<file path="src/rtl/gaa_pkg.sv">
package gaa_pkg;

  // sensor lanes: four gas or heat sensors plus the ir obstruction sensor
  localparam int unsigned NumSensors = 5;
  localparam int unsigned NumGas     = 4;
  localparam int unsigned MaskWidth  = 5;
  localparam int unsigned CountWidth = 3;
  localparam int unsigned IdxWidth   = 3;

  // alarm needs this many gas triggers when co alone does not fire
  localparam int unsigned MultiCount = 2;
  // hold time after reset
  localparam int unsigned HoldReset  = 10;

  // lane positions inside the trigger mask
  localparam int unsigned LaneCo = 0;
  localparam int unsigned LaneIr = 4;

  // configuration register indexes
  typedef enum logic [IdxWidth-1:0] {
    REG_CO_THRESHOLD    = 3'd0,
    REG_CO2_THRESHOLD   = 3'd1,
    REG_SMOKE_THRESHOLD = 3'd2,
    REG_TEMP_THRESHOLD  = 3'd3,
    REG_IR_THRESHOLD    = 3'd4,
    REG_HOLD_TICKS      = 3'd5
  } cfg_reg_e;

  // led commands, also the remembered display pattern
  typedef enum logic [1:0] {
    LED_NONE = 2'd0,
    LED_WARN = 2'd1,
    LED_FULL = 2'd2,
    LED_OFF  = 2'd3
  } led_cmd_e;

  // one result item
  typedef struct packed {
    logic                 alarm_on;
    logic                 warning_on;
    logic                 obstructed_on;
    logic [MaskWidth-1:0] trigger_mask;
    led_cmd_e             led_command;
  } gaa_result_t;

endpackage

</file>
<file path="src/rtl/gas_alarm_aggregator_unit.sv">
// channel   direction  handshake                payload
// in        request    in_valid_i / in_ready_o    co, co2, smoke, temp, ir levels
// out       result     out_valid_o / out_ready_i  alarm, warning, obstructed, mask, led
// cfg       write      cfg_we_i                   cfg_index_i, cfg_data_i
//
// one request per cycle while in_ready_o is high: five compare lanes and the merge
// logic settle in the accept cycle; the result is registered (output or skid entry).
// a two-entry output buffer (output register plus skid) keeps in_ready_o high
// while one result waits; ready drops only when both entries are full.
// reset clears latches, hold counter, display memory and thresholds, and loads
// hold_ticks with ten.
module gas_alarm_aggregator_unit #(
  parameter int unsigned SAMPLE_WIDTH = 16,
  parameter int unsigned HOLD_WIDTH   = 8
) (
  input  logic                               clk_i,
  input  logic                               rst_ni,
  // configuration
  input  logic                               cfg_we_i,
  input  logic [gaa_pkg::IdxWidth-1:0]       cfg_index_i,
  input  logic [((SAMPLE_WIDTH > HOLD_WIDTH) ? SAMPLE_WIDTH : HOLD_WIDTH)-1:0] cfg_data_i,
  // request channel
  input  logic                               in_valid_i,
  output logic                               in_ready_o,
  input  logic [SAMPLE_WIDTH-1:0]            co_level_i,
  input  logic [SAMPLE_WIDTH-1:0]            co2_level_i,
  input  logic [SAMPLE_WIDTH-1:0]            smoke_level_i,
  input  logic [SAMPLE_WIDTH-1:0]            temp_level_i,
  input  logic [SAMPLE_WIDTH-1:0]            ir_level_i,
  // result channel
  output logic                               out_valid_o,
  input  logic                               out_ready_i,
  output logic                               alarm_on_o,
  output logic                               warning_on_o,
  output logic                               obstructed_on_o,
  output logic [gaa_pkg::MaskWidth-1:0]      trigger_mask_o,
  output logic [1:0]                         led_command_o
);

  logic [SAMPLE_WIDTH-1:0]          threshold_q [gaa_pkg::NumSensors];
  logic [HOLD_WIDTH-1:0]            hold_ticks_q;
  logic [SAMPLE_WIDTH-1:0]          level [gaa_pkg::NumSensors];
  logic [gaa_pkg::MaskWidth-1:0]    trig_mask;
  logic                             in_acc;
  gaa_pkg::gaa_result_t             result;
  gaa_pkg::gaa_result_t             out_q;
  gaa_pkg::gaa_result_t             skid_q;
  logic                             out_valid_q;
  logic                             skid_valid_q;
  logic                             pop;

  // configuration registers
  always_ff @(posedge clk_i or negedge rst_ni) begin
    if (!rst_ni) begin
      for (int i = 0; i < gaa_pkg::NumSensors; i++) begin
        threshold_q[i] <= '0;
      end
      hold_ticks_q <= HOLD_WIDTH'(gaa_pkg::HoldReset);
    end else if (cfg_we_i) begin
      priority if (cfg_index_i == gaa_pkg::REG_HOLD_TICKS) begin
        hold_ticks_q <= cfg_data_i[HOLD_WIDTH-1:0];
      end else if (cfg_index_i <= gaa_pkg::REG_IR_THRESHOLD) begin
        threshold_q[cfg_index_i] <= cfg_data_i[SAMPLE_WIDTH-1:0];
      end else begin
        hold_ticks_q <= hold_ticks_q;
      end
    end
  end

  // sensor readings in lane order
  assign level[0] = co_level_i;
  assign level[1] = co2_level_i;
  assign level[2] = smoke_level_i;
  assign level[3] = temp_level_i;
  assign level[4] = ir_level_i;

  // compare lanes
  for (genvar g = 0; g < gaa_pkg::NumSensors; g++) begin : g_lane
    gaa_lane #(
      .SAMPLE_WIDTH(SAMPLE_WIDTH)
    ) u_lane (
      .level_i    (level[g]),
      .threshold_i(threshold_q[g]),
      .trigger_o  (trig_mask[g])
    );
  end

  assign in_ready_o = !skid_valid_q;
  assign in_acc     = in_valid_i && in_ready_o;

  // merge of lane triggers into latches and led command
  gaa_merge #(
    .HOLD_WIDTH(HOLD_WIDTH)
  ) u_merge (
    .clk_i         (clk_i),
    .rst_ni        (rst_ni),
    .update_i      (in_acc),
    .hold_ticks_i  (hold_ticks_q),
    .trigger_mask_i(trig_mask),
    .result_o      (result)
  );

  assign pop = out_valid_q && out_ready_i;

  // output register with skid entry
  always_ff @(posedge clk_i or negedge rst_ni) begin
    if (!rst_ni) begin
      out_valid_q  <= 1'b0;
      skid_valid_q <= 1'b0;
    end else if (pop || !out_valid_q) begin
      if (skid_valid_q) begin
        out_valid_q  <= 1'b1;
        skid_valid_q <= 1'b0;
      end else begin
        out_valid_q <= in_acc;
      end
    end else if (in_acc) begin
      skid_valid_q <= 1'b1;
    end
  end

  // result payload
  always_ff @(posedge clk_i) begin
    if (pop || !out_valid_q) begin
      out_q <= skid_valid_q ? skid_q : result;
    end else if (in_acc) begin
      skid_q <= result;
    end
  end

  assign out_valid_o     = out_valid_q;
  assign alarm_on_o      = out_q.alarm_on;
  assign warning_on_o    = out_q.warning_on;
  assign obstructed_on_o = out_q.obstructed_on;
  assign trigger_mask_o  = out_q.trigger_mask;
  assign led_command_o   = out_q.led_command;

  // skid entry only fills behind a held output
  a_skid_behind_out: assert property (@(posedge clk_i) disable iff (!rst_ni)
    skid_valid_q |-> out_valid_q)
    else $error("skid entry valid without output entry");

  // every accepted request leaves a result pending
  a_accept_gives_result: assert property (@(posedge clk_i) disable iff (!rst_ni)
    in_acc |=> out_valid_o)
    else $error("accepted request produced no pending result");

  // alarm and warning never latched together
  a_alarm_excludes_warning: assert property (@(posedge clk_i) disable iff (!rst_ni)
    out_valid_o |-> !(alarm_on_o && warning_on_o))
    else $error("alarm and warning both set");

  // obstruction only reported with no alarm held
  a_obstruct_no_alarm: assert property (@(posedge clk_i) disable iff (!rst_ni)
    (out_valid_o && obstructed_on_o) |-> (!alarm_on_o && !warning_on_o))
    else $error("obstruction reported with alarm or warning");

endmodule

</file>
<file path="src/rtl/gaa_lane.sv">
module gaa_lane #(
  parameter int unsigned SAMPLE_WIDTH = 16
) (
  input  logic [SAMPLE_WIDTH-1:0] level_i,
  input  logic [SAMPLE_WIDTH-1:0] threshold_i,
  output logic                    trigger_o
);

  // strict signed greater-than against the lane threshold
  assign trigger_o = $signed(level_i) > $signed(threshold_i);

endmodule

</file>
<file path="src/rtl/gaa_merge.sv">
module gaa_merge #(
  parameter int unsigned HOLD_WIDTH = 8
) (
  input  logic                             clk_i,
  input  logic                             rst_ni,
  input  logic                             update_i,
  input  logic [HOLD_WIDTH-1:0]            hold_ticks_i,
  input  logic [gaa_pkg::MaskWidth-1:0]    trigger_mask_i,
  output gaa_pkg::gaa_result_t             result_o
);

  logic                      alarm_q, alarm_d;
  logic                      warning_q, warning_d;
  logic [HOLD_WIDTH-1:0]     hold_q, hold_d;
  gaa_pkg::led_cmd_e         last_display_q, last_display_d;

  logic [gaa_pkg::CountWidth-1:0] gas_count;
  logic                      alarm_hit;
  logic                      warn_hit;
  logic [HOLD_WIDTH-1:0]     load;
  logic                      obstructed;
  gaa_pkg::led_cmd_e         want;
  gaa_pkg::led_cmd_e         cmd;

  // number of gas lanes that fired
  assign gas_count = gaa_pkg::CountWidth'(trigger_mask_i[0])
                   + gaa_pkg::CountWidth'(trigger_mask_i[1])
                   + gaa_pkg::CountWidth'(trigger_mask_i[2])
                   + gaa_pkg::CountWidth'(trigger_mask_i[3]);

  assign alarm_hit = trigger_mask_i[gaa_pkg::LaneCo]
                  || (gas_count >= gaa_pkg::CountWidth'(gaa_pkg::MultiCount));
  assign warn_hit  = !alarm_hit && (gas_count == gaa_pkg::CountWidth'(1));

  // a zero hold time counts as one tick
  assign load = (hold_ticks_i == '0) ? HOLD_WIDTH'(1) : hold_ticks_i;

  // latch and hold counter update
  always_comb begin
    alarm_d   = alarm_q;
    warning_d = warning_q;
    hold_d    = hold_q;
    if (alarm_hit) begin
      alarm_d   = 1'b1;
      warning_d = 1'b0;
      hold_d    = load;
    end else if (warn_hit && !alarm_q) begin
      warning_d = 1'b1;
      hold_d    = load;
    end else if (hold_q != '0) begin
      hold_d = hold_q - HOLD_WIDTH'(1);
      if (hold_d == '0) begin
        alarm_d   = 1'b0;
        warning_d = 1'b0;
      end
    end
    obstructed = (gas_count == '0) && trigger_mask_i[gaa_pkg::LaneIr] && !alarm_d;
    if (obstructed) begin
      warning_d = 1'b0;
    end
  end

  // display pattern and change-only command
  always_comb begin
    if (alarm_d) begin
      want = gaa_pkg::LED_FULL;
    end else if (warning_d || obstructed) begin
      want = gaa_pkg::LED_WARN;
    end else begin
      want = gaa_pkg::LED_OFF;
    end
    cmd            = (want != last_display_q) ? want : gaa_pkg::LED_NONE;
    last_display_d = want;
  end

  // state registers, advanced once per accepted request
  always_ff @(posedge clk_i or negedge rst_ni) begin
    if (!rst_ni) begin
      alarm_q        <= 1'b0;
      warning_q      <= 1'b0;
      hold_q         <= '0;
      last_display_q <= gaa_pkg::LED_NONE;
    end else if (update_i) begin
      alarm_q        <= alarm_d;
      warning_q      <= warning_d;
      hold_q         <= hold_d;
      last_display_q <= last_display_d;
    end
  end

  assign result_o.alarm_on      = alarm_d;
  assign result_o.warning_on    = warning_d;
  assign result_o.obstructed_on = obstructed;
  assign result_o.trigger_mask  = trigger_mask_i;
  assign result_o.led_command   = cmd;

endmodule

</file>
<file path="config.mk">
export PLATFORM = sky130hd
export DESIGN_NAME = gas_alarm_aggregator_unit
export DESIGN_NICKNAME = d
export VERILOG_FILES = /design/src/rtl/gaa_pkg.sv /design/src/rtl/gas_alarm_aggregator_unit.sv /design/src/rtl/gaa_lane.sv /design/src/rtl/gaa_merge.sv
export SDC_FILE = /design/constraint.sdc
export NUM_CORES = 1
export LEC_CHECK = 0
export BUFFER_PORTS_ARGS = -buffer_cell sky130_fd_sc_hd__buf_2
export CAP_MARGIN = 20
export CORE_ASPECT_RATIO = 0.7
export CORE_UTILIZATION = 50
export DETAILED_ROUTE_END_ITERATION = 12
export HOLD_SLACK_MARGIN = 0.12
export PLACE_DENSITY = 0.77
export SLEW_MARGIN = 20
export SYNTH_ARGS = -nofsm -noshare
export SYNTH_HDL_FRONTEND = slang
export SYNTH_SLANG_ARGS = --single-unit
</file>
<file path="constraint.sdc">
create_clock -name clk_i -period 6.9 [get_ports clk_i]
set_input_delay 1.725 -clock clk_i [delete_from_list [all_inputs] [get_ports clk_i]]
set_output_delay 1.725 -clock clk_i [all_outputs]
set_load 0.03 [all_outputs]
</file>
==> reports/metrics.csv, run 1 <==
metric,value,unit
synthFlopType,dfrtp_1,
r2r_slack,2.43,ns
root_buffer,clkbuf_16,
ant_nets,0,
fp.dieH,101.2,um
fillers,1082,
cp-start-kind,input port,
core-area,13440,um2
drv_slew,0,
drt_first_pass_iters,5,
cp_max_fo,9,
area_growth,19.33,%
postLayoutCoreUtil,62.44,%
track_usage,25.59,%
die_w,143.8,um
io_buffers,115,
power_density,298.0,nW/um2
cts_setup_buffers,0,
power,2.502,mW
fin_tns_setup,0,ns
vias,5490,
antenna_found_initial,0,
io_pins,116,
viasPerCell,5.279,
rsz0062_at_grt,no,
synth_fp_nets,911,
synth_top_area_share,35.57,%
synth_area_leader_cell,dfrtp_1,
clock_sinks,122,
rr_startpoint,threshold_q[73],
ys_seq_area_share,44.86,%
min_to,threshold_q[20],
hold_buffers,0,
synth_seq_cells,122,
fin_crit,5.525,ns
yosysUniqueCellTypes,63,
drt_iter0_drc,447,
cts_htree_levels,4,
gr-total-overflow,0,
drive_gt1_share,23.51,%
yosys-top-cells-area,"dfrtp_1, ha_1, edfxtp_1",
reg2regPathDepth,18,
layout.nets,1033,
async_reset_ff_share,83.61,%
worstPathArrival,5.78,ns
grt_pass1_wl,27.46,mm
endpoint_kind,flop,
synth_area,7034,um2
ys_warn_count,0,
cts_tree,built,
rows,35,
path_clk_slew,0.06,ns
maxCapViolCount,0,
gp_congestion,0.8555,
synth_edf_count,20,
drt_wl_total,16.69,mm
layout_common_cells,"buf_2, nand2_1, inv_1, dfrtp_1, ha_1",
drcViolationCount,0,
whs_path_depth,1,
insertedDiodeCount,0,
whs,0.5052,ns
p_leak,4.056,nW
layout_commonest_cell,buf_2,
setup-violations-final,0,
fin_skew,0.008708,ns
cts_buffer_depth,2,
hold_class,flop to flop,
worstHoldStart,threshold_q[20],
start_util,52.32,%
dp_hpwl,12.56,mm
die-area,14550,um2
max_freq,0.1810,GHz
hold_violations,0,
peakVddDrop,214.0,uV
grt_max_degree,61,
grt_pass1_vias,5275,
post_cts_resize_count,0,
cp.required,7.16,ns
reg2reg_to,u_merge.hold_q[1],
cts_buffers,17,
clk_latency,0.42,ns
path_class,input port to flop,
netlist_instances,720,
max-slew-margin-rel,35.14,%
timing.final.crit_share,80.07,%
avgSynthCellArea,9.770,um2
worstMarginPinSlew,0.9678,ns
wl_per_cell,16.05,um
status,completed,
-- power by group --
part / leakage (nW) / switching, mW / internal [mW]
Sequential: 1.42 / 0.0690 / 0.879
Combinational: 2.36 / 0.410 / 0.296
Clock: 0.277 / 0.345 / 0.503
-- metrics by stage --
stage	setup WS (ns)	cell area [um2]	cells
after floorplan	1.611	7034	720
after global routing	1.074	8394	1040
final	1.375	8394	1040
after detailed placement	1.103	7830	1008
after CTS	1.484	8394	1040
after global placement	1.270	7830	1008
-- routing by layer --
metal / GRT usage (%) / vias up / routed length, um
met1: 36.97 / 2547 / 8210
met2: 37.98 / 178 / 7075
met4: 6.219 / 0 / 175
met5: 0 / - / 0
li1: - / 2747 / -
met3: 7.281 / 18 / 1226
-- flip-flops by register name, indices dropped and copies added (netlist names) --
register and count:
alarm_on_o 1, hold_ticks_q 8, led_command_o 2, obstructed_on_o 1
out_valid_o 1, skid_q 10, skid_valid_q 1, threshold_q 80
trigger_mask_o 5, u_merge.alarm_q 1, u_merge.hold_q 8, u_merge.last_display_q 2
u_merge.warning_q 1, warning_on_o 1
-- cell families after synthesis --
logic type | Yosys count | share of synthesized area, %
AOI/OAI and AO/OA | 151 | 12.90
muxes | 37 | 5.959
adders and majority gates | 87 | 15.58
and+or+nand+nor | 198 | 13.57
buffers and inverters | 120 | 6.510
xor gates and xnor gates | 5 | 0.6225
DFF | 122 | 44.86
-- cell type report --
type | instances | area [um2] | share of cell area [%]
multi-input combinational | 478 | 3441 | 40.99
clock buffer | 18 | 429.2 | 5.113
tap | 185 | 231.5 | 2.757
sequential | 122 | 3156 | 37.59
timing repair buffer | 120 | 615.6 | 7.333
inverter | 103 | 386.6 | 4.606
clock inverter | 14 | 135.1 | 1.610
-- cells in the mapped netlist, drive strengths merged (12+ instances only) --
cell type	number
inv	102
edfxtp	20
dfrtp	100
clkbuf	16
nand2	101
nor3	16
ha	86
nand4	12
nor2	20
o21ai	83
mux2	33
a21oi	23
-- critical path: stages --
cell      delay (ns)
buf_2           0.10
ha_1            0.32
a211oi_1        0.30
o21a_1          0.22
a221oi_1        0.10
a221oi_1        0.37
mux2_4          0.31
inv_1           0.07
ha_1            0.28
inv_1           0.05
fa_1            0.38
ha_1            0.29
nor2_1          0.33
nand2_1         0.18
and2_1          0.24
and3_1          0.21
o21ai_0         0.15
o311ai_0        0.16
-- worst max-delay path by stage --
| stage | from | to | slack, ns | depth (start not counted) |
|---|---|---|---|---|
| floorplan | co_level_i[15] | u_merge.hold_q[1] | 1.61 | 17 |
| global placement | co_level_i[15] | u_merge.hold_q[2] | 1.27 | 18 |
| detailed placement | co_level_i[9] | u_merge.hold_q[1] | 1.10 | 18 |
| CTS | co_level_i[9] | u_merge.hold_q[1] | 1.48 | 18 |
| global route | co_level_i[9] | u_merge.hold_q[1] | 1.07 | 18 |
| finish | co_level_i[9] | u_merge.hold_q[1] | 1.38 | 18 |
Power figures use the tool's default switching activity.
==> inputs of run 2 (changes only) <==
ABC_AREA = 1   (was unset)
PLACE_DENSITY = 0.8   (was 0.77)
clock period = 4.6 ns   (was 6.9 ns; I/O delays follow)
==> run 2 against run 1 <==
Against the previous run: die area up 2.4%; global-route usage down 0.10 points; first-iteration DRC count down 4.7%; critical path depth up 4; sequential power up 52%; flip-flop and latch count unchanged; highest routed layer unchanged.
==> reports/metrics.csv, run 2 <==
metric,value,unit,change
slowest_stage,fa_1,,
cts_buffers,17,,unchanged
peakVddDrop,289.2,uV,+35%
synth_fp_nets,1059,,+16%
wl_per_cell,14.54,um,-9.4%
crit_family,adder cells,,
fillers,1233,,+14%
timing.final.crit_share,90.74,%,
cp_cell_sequence,buf_2 -> ha_1 -> a21o_1 -> a221oi_1 -> o21ai_0 -> nor3_1 -> nand3_1 -> nand2_1 -> inv_1 -> ha_1 -> inv_1 -> fa_1 -> ha_1 -> nor4_1 -> inv_1 -> nand2_1 -> nand3_2 -> nand2_1 -> nand2_1 -> nand2_1 -> nand3_1 -> and2_1,,
vias,6132,,+12%
post_cts_resize_count,0,,unchanged
power,4.053,mW,+62%
fp.dieH,102.4,um,+1.2%
cts_tree,built,,
clock_sinks,122,,unchanged
whs,0.4853,ns,-0.01988 ns
endpoint_kind,flop,,
synth_edf_count,20,,unchanged
synth_area_leader_cell,dfrtp_1,,
root_buffer,clkbuf_16,,
stdcell_count,1195,,+15%
drive_gt1_share,18.81,%,-4.7 points
die-area,14910,um2,+2.4%
worstMarginPinSlew,0.9678,ns,+0.000002384 ns
routed.top_layer,met4,,
fin_skew,0.006143,ns,-0.002565 ns
pre_cts_ws,-0.02524,ns,-1.128 ns
io_buffers,115,,unchanged
fin_tns_setup,0,ns,unchanged
insertedDiodeCount,0,,unchanged
core-area,14010,um2,+4.2%
worst-path-buf-inv,4,,+1
postLayoutCoreUtil,61.66,%,-0.77 points
cp.required,4.78,ns,-2.38 ns
ys_seq_area_share,43.78,%,-1.1 points
hold_buffers,0,,unchanged
grt_pass1_vias,5774,,+9.5%
largest_register_ffs,80,,unchanged
area_growth,19.86,%,
viasPerCell,5.131,,-2.8%
largest_register,threshold_q,,
drt_first_pass_iters,5,,unchanged
synth_top_area_share,34.72,%,-0.85 points
io_pins,116,,unchanged
max-slew-margin-rel,35.32,%,+0.19 points
placed_area,8026,um2,+2.5%
grt_max_degree,69,,+13%
yosysUniqueCellTypes,42,,-33%
layout.nets,1183,,+15%
layout_common_cells,"nand2_1, inv_1, buf_2",,
path_class,input port to flop,,
cts_htree_levels,4,,unchanged
clk_latency,0.42,ns,about the same
drt_iter0_drc,426,,-4.7%
synth_common_cells,"nand2_1, inv_1, o21ai_0",,
design_area,8638,um2,+2.9%
layout_commonest_cell,nand2_1,,
cts_buffer_depth,2,,unchanged
synth.most_common_cell,nand2_1,,
ys_warn_count,0,,unchanged
top_regs,"threshold_q: 80 flops, skid_q: 10 flops",,
rsz0062_at_grt,no,,
gr-total-overflow,0,,unchanged
async_reset_ff_share,83.61,%,unchanged
cp_max_fo,3,,-6
die_w,145.5,um,+1.2%
start_util,51.45,%,-0.88 points
setup-violations-final,0,,unchanged
fin_crit,4.174,ns,
fin_ws,0.4259,ns,-0.9492 ns
antenna_found_initial,0,,unchanged
ant_nets,0,,unchanged
synth_area,7207,um2,+2.5%
hold_violations,0,,unchanged
path_clk_slew,0.06,ns,about the same
status,completed,,
drcViolationCount,0,,unchanged
grt_pass1_wl,28.85,mm,+5.0%
drv_slew,0,,unchanged
avgSynthCellArea,8.303,um2,-15%
cp_common_cell,nand2_1,,
dp_hpwl,12.80,mm,+1.9%
cp-start-kind,input port,,
max_freq,0.2396,GHz,
cts_setup_buffers,0,,unchanged
netlist_instances,868,,+21%
hold_class,flop to flop,,
synth_seq_cells,122,,unchanged
cp_slowest_stage_delay,0.38,ns,about the same
met1Wirelength,8.420,mm,+2.6%
place_inst,1163,,+15%
gp_congestion,0.8777,,+2.6%
synthFlopType,dfrtp_1,,
p_leak,4.593,nW,+13%
maxCapViolCount,0,,unchanged
drt_wl_total,17.37,mm,+4.1%
wl_met2,7.671,mm,+8.4%
rows,36,,+2.9%
yosys-top-cells-area,"dfrtp_1, ha_1, nand2_1",,
worstPathArrival,4.35,ns,-1.43 ns
power_density,469.2,nW/um2,+57%
route.met3.wl,992,um,-19%
track_usage,25.49,%,-0.10 points
==> run 2: final cells by class <==
type | instances | area, um2 | area share, %
clock buffers | 17 | 425.4 | 4.925
multi-input cells | 564 | 3358 | 38.88
inverters | 162 | 609.3 | 7.054
clock inverters | 15 | 186.4 | 2.158
repair buffers | 125 | 665.6 | 7.706
flip-flops and latches | 122 | 3156 | 36.53
well taps | 190 | 237.7 | 2.752
==> run 2: metal layers <==
metal | vias up | track usage [%]
met2 | 209 | 40.90
met3 | 21 | 4.196
met5 | - | 0
met4 | 0 | 8.907
met1 | 2857 | 35.43
li1 | 3045 | -
==> run 2: final timing paths <==
path,depth (start not counted),to,from,slack (ns)
setup reg to reg,22,skid_q[0],threshold_q[57],0.88
hold / removal,2,threshold_q[3],threshold_q[3],0.49
setup / recovery,22,skid_q[0],co2_level_i[9],0.43
max in group asynchronous,2,hold_ticks_q[1],rst_ni,2.86
min in group asynchronous,1,threshold_q[17],rst_ni,0.81
hold reg to reg,2,threshold_q[3],threshold_q[3],0.49
==> run 2: kinds of logic (layout without fill, tap and decap cells) <==
logic type,Yosys count,in the layout,synth area share (%)
AND/OR/NAND/NOR,314,314,18.63
buffers and inverters,182,319,9.618
AO/OA/AOI/OAI,161,161,12.41
flip-flops,122,122,43.78
adder cells (fa/ha/maj),87,87,15.21
XOR/XNOR,2,2,0.3473
==> run 2: worst min-delay path, delay by kind of cell (launching register included) <==
kind / cells / cell delay, ns
flops: 1 / 0.34
compound gates: 1 / 0.06
simple gates: 1 / 0.05
==> run 2: where the power goes <==
| part | internal [mW] | total (mW) | switching [mW] |
|---|---|---|---|
| Sequential | 1.31 | 1.44 | 0.133 |
| Combinational | 0.476 | 1.22 | 0.746 |
| Clock | 0.863 | 1.39 | 0.526 |
==> inputs of run 3 (changes only) <==
PLACE_DENSITY = 0.79   (was 0.8)
SKIP_CTS_REPAIR_TIMING = 1   (was unset)
SYNTH_HIERARCHICAL = 1   (was unset)
==> run 3 against run 2 <==
Against the previous run: cell count rose by 9.0%; via count increased by 9.0%; synthesized cell count up 13%; first-iteration DRC count grew 20%; sequential power is essentially flat; clock power barely moved; clock skew grew 0.0046 ns; final area increased by 4.2%; critical path depth is 4 higher; area after synthesis increased by 5.8%; sequential share of layout area is 1.5 points lower; total power grew 2.2%; critical path type unchanged; largest power group unchanged; highest routed layer unchanged.
==> reports/metrics.csv, run 3 <==
metric,value,unit,change
fin_crit,4.317,ns,+0.1429 ns
power_density,460.5,nW/um2,-1.9%
insertedDiodeCount,0,,unchanged
fin_ws,0.2830,ns,-0.1429 ns
viasPerCell,5.131,,about the same
design_area,8997,um2,+4.2%
timing.final.crit_share,93.85,%,+3.1 points
maxCapViolCount,0,,unchanged
cp.required,4.78,ns,about the same
peakVddDrop,273.5,uV,-5.4%
status,completed,,
drt_iter0_drc,510,,+20%
placed_area,8353,um2,+4.1%
netlist_instances,981,,+13%
fin_skew,0.01071,ns,+0.004562 ns
cts_tree,built,,
cp_common_cell,nand2_1,,
cp_max_fo,4,,+1
drt_first_pass_iters,5,,unchanged
grt_max_degree,54,,-22%
synth_top_area_share,32.81,%,-1.9 points
cts_buffer_depth,2,,unchanged
max-slew-margin-rel,52.66,%,+17 points
ys_seq_area_share,41.38,%,-2.4 points
vias,6686,,+9.0%
root_buffer,clkbuf_16,,
hold_violations,0,,unchanged
gp_congestion,0.9177,,+4.6%
synth_seq_cells,122,,unchanged
cts_buffers,17,,unchanged
cp-start-kind,input port,,
p_sw_share,36.14,%,+1.5 points
dp_hpwl,13.96,mm,+9.1%
pre_cts_ws,-0.1952,ns,-0.1699 ns
power.share.clock,33.5,%,-0.8 points
ant_nets,0,,unchanged
drv_slew,0,,unchanged
path_clk_slew,0.06,ns,about the same
endpoint_kind,flop,,
worstMarginPinSlew,0.7101,ns,-0.2577 ns
max_freq,0.2316,GHz,-3.3%
wl_per_cell,14.71,um,+1.2%
rsz0062_at_grt,no,,
clk_latency,0.42,ns,about the same
power.net_switching,1.498,mW,+6.6%
p_comb_share,31.6,%,+1.5 points
layout_commonest_cell,nand2_1,,
layout_common_cells,"nand2_1, inv_1, buf_2",,
ys_warn_count,6,,+6
largest_register_ffs,80,,unchanged
drt_wl_total,19.17,mm,+10%
p_leak,4.953,nW,+7.8%
async_reset_ff_share,83.61,%,unchanged
worstPathArrival,4.50,ns,+0.15 ns
synthFlopType,dfrtp_1,,
fp.dieH,105.3,um,+2.8%
setup-violations-final,0,,unchanged
synth_area_leader_cell,dfrtp_1,,
drcViolationCount,0,,unchanged
yosysUniqueCellTypes,37,,-12%
io_pins,116,,unchanged
top_regs,"threshold_q: 80 flops, skid_q: 10 flops",,
intPower,2.646,mW,about the same
slowest_stage,fa_1,,
start_util,51.48,%,about the same
clock_sinks,122,,unchanged
avgSynthCellArea,7.774,um2,-6.4%
grt_pass1_vias,6360,,+10%
yosys-top-cells-area,"dfrtp_1, nand2_1, ha_1",,
track_usage,25.91,%,+0.43 points
p_seq_share,34.9,%,-0.7 points
synth_fp_nets,1172,,+11%
core-area,14810,um2,+5.8%
path_class,input port to flop,,
largest_register,threshold_q,,
rows,37,,+2.8%
gr-total-overflow,0,,unchanged
layout.nets,1286,,+8.7%
die-area,15760,um2,+5.7%
drive_gt1_share,18.95,%,+0.15 points
synth_area,7626,um2,+5.8%
hold_class,flop to flop,,
cts_htree_levels,4,,unchanged
grt_pass1_wl,31.22,mm,+8.2%
synth_edf_count,20,,unchanged
die_w,149.6,um,+2.8%
synth.most_common_cell,nand2_1,,
antenna_found_initial,0,,unchanged
area_growth,17.98,%,
io_buffers,115,,unchanged
cp_slowest_stage_delay,0.53,ns,+0.15 ns
synth_common_cells,"nand2_1, inv_1, dfrtp_1",,
## run 3: cell type report
type / instances / area [um2]
Clock inverter: 15 / 191.4
Multi-Input combinational cell: 688 / 3792
Clock buffer: 17 / 425.4
Fill cell: 1299 / 5817
Tap cell: 195 / 244.0
Sequential cell: 122 / 3156
Timing Repair Buffer: 126 / 660.6
Inverter: 140 / 528.0
## run 3: power by group through the flow
stage	Combinational (mW)	Sequential (mW)	Clock (mW)
finish	1.31	1.45	1.39
global route	1.50	1.47	1.45
CTS	1.28	1.44	1.40
detailed placement	1.26	1.46	0
global placement	1.23	1.45	0
floorplan	0.915	1.45	0
## run 3: metrics by stage
step	setup TNS [ns]	cells	power, mW	util, %	hold slack (ns)
3_3_place_gp	0	1270	2.676	56.39	0.4561
6_report	0	1303	4.143	60.73	0.4704
4_1_cts	0	1302	4.115	60.55	0.4725
2_1_floorplan	0	981	2.369	-	0.4419
5_1_grt	0	1303	4.419	60.73	0.4882
3_5_place_dp	-1.073	1270	2.719	56.39	0.4581
## run 3: cells by family (layout without fill, tap and decap cells)
kind of cell	Yosys count	count (layout)	share of synthesized area, %
and+or+nand+nor	536	536	30.21
buffers and inverters	171	298	9.122
DFF	122	122	41.38
adders and majority gates	87	87	14.37
AOI/OAI and AO/OA	63	63	4.594
xor gates and xnor gates	2	2	0.3282
## run 3: per-layer routing
layer	part of all wire [%]	up-vias	global-route usage (%)
met1	45	3041	36.56
met3	9.3	27	5.758
li1	-	3339	-
met4	1.8	0	8.382
met5	0	-	0
met2	44	279	39.32
## run 3: critical path, delay by kind of cell
| family | cells | cell delay (ns) |
|---|---|---|
| compound gates | 3 | 0.37 |
| fa+ha+maj | 4 | 1.18 |
| simple gates | 13 | 1.28 |
| buf+inv | 6 | 0.50 |
## run 3: path summary, 6_finish.rpt
path,slack (ns),from,endpoint,cells after the start
max in group asynchronous,2.98,rst_ni,threshold_q[42],2
min in group asynchronous,0.78,rst_ni,threshold_q[66],1
min reg2reg,0.47,threshold_q[34],threshold_q[34],2
max,0.28,co_level_i[11],led_command_o[0],26
max reg2reg,0.69,threshold_q[75],led_command_o[0],26
min,0.47,threshold_q[34],threshold_q[34],2
